--- src/hw/rtl/scaled_transform_compose_core_defines.svh ---
// ============================================================================
// Scaled transform compose core - assertion macros
// Shared property wrappers, clocked on aclk and disabled during reset.
// ============================================================================
`ifndef SCALED_TRANSFORM_COMPOSE_CORE_DEFINES_SVH
`define SCALED_TRANSFORM_COMPOSE_CORE_DEFINES_SVH

// Implication or plain expression that must hold at every edge out of reset
`define STC_ASSERT(lbl, prop, msg) \
    lbl: assert property (@(posedge aclk) disable iff (!aresetn) prop) else $error(msg);

// Condition that must never be seen out of reset
`define STC_ASSERT_NEVER(lbl, expr, msg) \
    lbl: assert property (@(posedge aclk) disable iff (!aresetn) !(expr)) else $error(msg);

`endif

--- src/hw/rtl/stc_pkg.sv ---
// ============================================================================
// stc_pkg
// Types, constants and helpers shared by the scaled transform compose core.
// ============================================================================
package stc_pkg;

    // Matrix element: rotation*scale in 2^-24 units, or translation in Q24.8
    typedef logic signed [31:0] elem_t;

    // Rotation term in 2^-30 units
    typedef logic signed [33:0] rot_t;

    // Affine matrix: 3x3 rotation*scale block plus translation row
    typedef struct packed {
        elem_t [2:0][2:0] r;
        elem_t [2:0]      t;
    } mat_t;

    // Row beat control between sequencer and multiplier
    typedef struct packed {
        logic       valid;
        logic [1:0] row;
        logic       last;
    } row_ctl_t;

    // Configuration register map
    typedef enum logic [2:0] {
        REG_PARENT_ROTATION = 3'd0,
        REG_PARENT_OFFSET_X = 3'd1,
        REG_PARENT_OFFSET_Y = 3'd2,
        REG_PARENT_OFFSET_Z = 3'd3,
        REG_PARENT_SCALE_X  = 3'd4,
        REG_PARENT_SCALE_Y  = 3'd5,
        REG_PARENT_SCALE_Z  = 3'd6
    } reg_idx_t;

    localparam logic [1:0]  LAST_ROW         = 2'd3;
    localparam logic [63:0] PARENT_ROT_RESET = 64'h7FFF_0000_0000_0000;
    localparam logic [15:0] SCALE_ONE        = 16'd4096;
    localparam logic signed [47:0] ENTRY_ONE = 48'sd65536;
    localparam logic signed [47:0] SAT_MAX   = 48'sh7FFF_FFFF_FFFF;
    localparam logic signed [47:0] SAT_MIN   = 48'sh8000_0000_0000;

    // 1 - 2(p + q), units of 2^-30
    function automatic rot_t rot_diag(input logic signed [31:0] p,
                                      input logic signed [31:0] q);
        logic signed [34:0] s;
        s = 35'sh0_4000_0000 - ((35'(p) + 35'(q)) <<< 1);
        return s[33:0];
    endfunction

    // 2(p + q) or 2(p - q), units of 2^-30
    function automatic rot_t rot_cross(input logic signed [31:0] p,
                                       input logic signed [31:0] q,
                                       input logic               sub);
        logic signed [34:0] s;
        s = sub ? ((35'(p) - 35'(q)) <<< 1) : ((35'(p) + 35'(q)) <<< 1);
        return s[33:0];
    endfunction

endpackage

--- src/hw/rtl/stc_rowseq.sv ---
// ============================================================================
// stc_rowseq
// Holds one local matrix and issues its four rows, one per cycle while the multiplier is ready.
// ============================================================================
module stc_rowseq (
    input  logic                      aclk,
    input  logic                      aresetn,
    input  logic                      l_valid,
    input  stc_pkg::mat_t             l_mat,
    output logic                      l_take,
    input  logic                      mul_ready,
    output stc_pkg::row_ctl_t         ctl,
    output stc_pkg::elem_t [2:0]      op
);
    import stc_pkg::*;

    logic       busy_reg, busy_next;
    logic [1:0] row_reg, row_next;
    mat_t       hold_reg;
    logic       issue;

    assign issue  = busy_reg && mul_ready;
    assign l_take = l_valid && (!busy_reg || (issue && row_reg == LAST_ROW));

    // Row counter and busy flag
    always_comb begin
        busy_next = busy_reg;
        row_next  = row_reg;
        if (issue) begin
            row_next = row_reg + 2'd1;
            if (row_reg == LAST_ROW) begin
                busy_next = 1'b0;
            end
        end
        if (l_take) begin
            busy_next = 1'b1;
            row_next  = '0;
        end
    end

    always_ff @(posedge aclk) begin
        if (!aresetn) begin
            busy_reg <= 1'b0;
            row_reg  <= '0;
        end else begin
            busy_reg <= busy_next;
            row_reg  <= row_next;
        end
    end

    always_ff @(posedge aclk) begin
        if (l_take) begin
            hold_reg <= l_mat;
        end
    end

    // Row operands: rotation row, or translation for the last row
    always_comb begin
        unique case (row_reg)
            2'd0:    op = hold_reg.r[0];
            2'd1:    op = hold_reg.r[1];
            2'd2:    op = hold_reg.r[2];
            default: op = hold_reg.t;
        endcase
    end

    assign ctl.valid = busy_reg;
    assign ctl.row   = row_reg;
    assign ctl.last  = (row_reg == LAST_ROW);

endmodule

--- config.mk ---
export PLATFORM = sky130hd
export DESIGN_NAME = stc_rowseq
export DESIGN_NICKNAME = d
export VERILOG_FILES = /design/src/hw/rtl/scaled_transform_compose_core_defines.svh /design/src/hw/rtl/stc_pkg.sv /design/src/hw/rtl/stc_rowseq.sv
export SDC_FILE = /design/constraint.sdc
export NUM_CORES = 1
export LEC_CHECK = 0
export BUFFER_PORTS_ARGS = -buffer_cell sky130_fd_sc_hd__buf_4
export CAP_MARGIN = 20
export CORE_AREA = 8 8 277 145
export DETAILED_ROUTE_END_ITERATION = 10
export DIE_AREA = 0 0 285 153
export GPL_TIMING_DRIVEN = 0
export PLACE_DENSITY_LB_ADDON = 0.1
export SYNTH_ARGS = -nofsm -noshare
export SYNTH_HDL_FRONTEND = slang
export SYNTH_SLANG_ARGS = --single-unit
--- constraint.sdc ---
create_clock -name aclk -period 18.1 [get_ports aclk]
set_input_delay 1.81 -clock aclk [delete_from_list [all_inputs] [get_ports aclk]]
set_output_delay 1.81 -clock aclk [all_outputs]
set_load 0.01 [all_outputs]
==> out/metrics.yaml <==
fin_skew_ps: 22.9
startpoint: "mul_ready"
crit_buf_inv: 3
end_kind: "output port"
drive_gt1_frac: 0.450
stdcell_area_um2: 20000
cts_sinks: 387
wl_per_cell_um: 23.3
synth.top_cell.area_share: 0.806
grt.overflow.total: 0
fin_crit_sh: 0.268
drtAntennaViolNets: 0
critPathTopFamily: "buffers and inverters"
nFillCells: 3052
worstPathMaxFanout: 61
max_stage_delay_ps: 370
synthAdderAreaFrac: 0.00437
yosys_most_used_dff: "edfxtp_1"
cts_setup_buffers: 0
yosysUniqueCellTypes: 16
cp-start-kind: "primary input"
fp.dieH_um: 153
r2r-start: "row_reg[0]"
yosys-mux-area-fraction: 0.0672
cp.arrival_ps: 3040
yosysSeqAreaShare: 0.810
largest_reg_flops: 384
rows: 50
crit_top_cell: "buf_4"
synth_top_area_cell: "edfxtp_1"
first_pass_iters: 7
syn_inst: 738
ff2ff_path_depth: 5
htree_levels: 2
wl_um: 41800
port_buffers: 488
antenna_found_initial: 2
synth_edf_count: 384
synthesis.nets: 1131
peakVddDrop_v: 0.0000578
post_cts_resized: 0
clkTransAtPathRegs_ps: 70
ys_warn_count: 0
worstReg2RegEnd: "hold_reg[71]"
syn-cell-area_um2: 14300
setup_viol: 0
syn_to_final_growth_pct: 39.7
rsz0062_at_grt: "false"
cpMaxStageDelayCell: "and2_4"
status: "finished, final reports clean"
final_max_slew_viol_count: 0
synth-xor-area-share: 0
drt-initial-drc-count: 865
setup_tns_ps: 0
crit_cells: 5
critical_path_class: "in2out"
syn_avg_cell_area_um2: 19.4
synth_common_cells: "edfxtp_1, inv_1, a222oi_1, mux2i_1"
hp-class: "reg2reg"
gp_congestion: 0.767
core_um2: 36500
p_per_area_nw_per_um2: 102
dpl_cell_area_um2: 18800
yosys-top-cells-area: "edfxtp_1, a222oi_1, mux2i_1, inv_1, buf_6"
clock_latency_ps: 530
cts_buffers: 36
ys_ff_latch: 387
worst_slew_pin_slew_ps: 750
drv_cap: 0
grt_pass1_vias: 9196
worstPathCellList: "buf_4 > a21bo_2 > and2_4 > buf_16 > buf_4"
num_vias: 8784
post-route-min-period_ps: 4850
crit_end: "l_take"
synth-compound-area-share: 0.0709
ios: 489
synth_most_common_cell: "edfxtp_1"
synthArstFlopShare: 0
holdBufCountCts: 0
dieArea_um2: 43600
grt_max_degree: 73
vias_per_cell: 4.90
max_clock_freq_mhz: 206
slew_headroom: 0.500
root_buffer: "clkbuf_16"
drc: 0
leakagePower_uw: 0.00785
synth_top_family_by_area: "compound AO/OA/AOI/OAI gates"
hold_viol: 0
regToRegSetupSlack_ps: 15820
yosys.area_share.simple: 0.00131
crit_required_ps: 16290
cts_buffer_depth: 3
start_util: 0.392
final_nets: 1663
p_total_uw: 2040
cts_tree: "built"
place_hpwl_um: 31000
die_w_um: 285
grt_pass1_wl_um: 60200
track_usage: 0.182
how the worst min path moves through the flow:
stage	cells past startpoint	from	slack (ps)	to
detailed placement	2	busy_reg	560	row_reg[1]
floorplan	2	busy_reg	510	row_reg[1]
global placement	2	busy_reg	560	row_reg[1]
finish	2	busy_reg	550	row_reg[1]
global route	2	busy_reg	590	row_reg[1]
CTS	2	busy_reg	560	row_reg[1]
worst register-to-register path, cell delays in order (launching register included):
cell and delay (ps):
dfxtp_1 470, ha_1 230, a21bo_2 180, and2_4 370, buf_16 300, buf_16 370
power by group:
part	internal, µW	switching [µW]	total (µW)	leakage (µW)
sequential	1040	12.8	1060	0.00368
combinational	102	80.3	182	0.00357
clock	464	332	796	0.000598
total	1610	425	2040	0.00785
layer usage:
layer	vias to the layer above	global-route usage	wire, µm
li1	4073	-	-
met1	4346	0.232	17000
met2	307	0.306	20900
met4	2	0.0497	874
met3	56	0.0491	3050
met5	-	0	9
metrics by stage:
step                       util  setup WS (ps)  hold WS [ps]  std cells
after floorplan               -           5620           515        738
after global placement    0.509            755           562       1720
after detailed placement  0.513          13280           555       1726
after CTS                 0.547          13270           556       1791
after global routing      0.547          13210           587       1792
final                     0.547          13250           551       1792
cells by family after synthesis:
group | Yosys count
compound gates | 102
buf+inv | 145
mux | 96
fa+ha+maj | 5
flops | 387
simple gates | 3
cell type report:
cell class                      instances  area [µm²]  area share
Buffer                                 45         282      0.0141
Antenna cell                            1        2.50    0.000125
Timing Repair Buffer                  494        3830       0.192
Clock inverter                         22         277      0.0138
Multi-Input combinational cell        206        2060       0.103
Clock buffer                           43         948      0.0475
Sequential cell                       387       11600       0.580
Tap cell                              494         618      0.0309
Inverter                              100         375      0.0188
layout by cell type, fill, tap and decap left out:
cell type and count:
buf_16 6, buf_6 10, and2_4 1, nand3_1 1, bufinv_16 6, clkinvlp_4 2, clkinv_4 2, inv_6 2
nand3b_1 1, clkbuf_16 37, ha_1 5, clkinv_1 3, a21bo_2 3, buf_2 15, clkinv_2 7, edfxtp_1 384
a222oi_1 96, a21oi_1 1, a221oi_1 2, buf_4 493, dfxtp_1 3, mux2i_1 96, inv_1 100, diode_2 1
clkbuf_1 21
(Power assumes the default switching activity.)
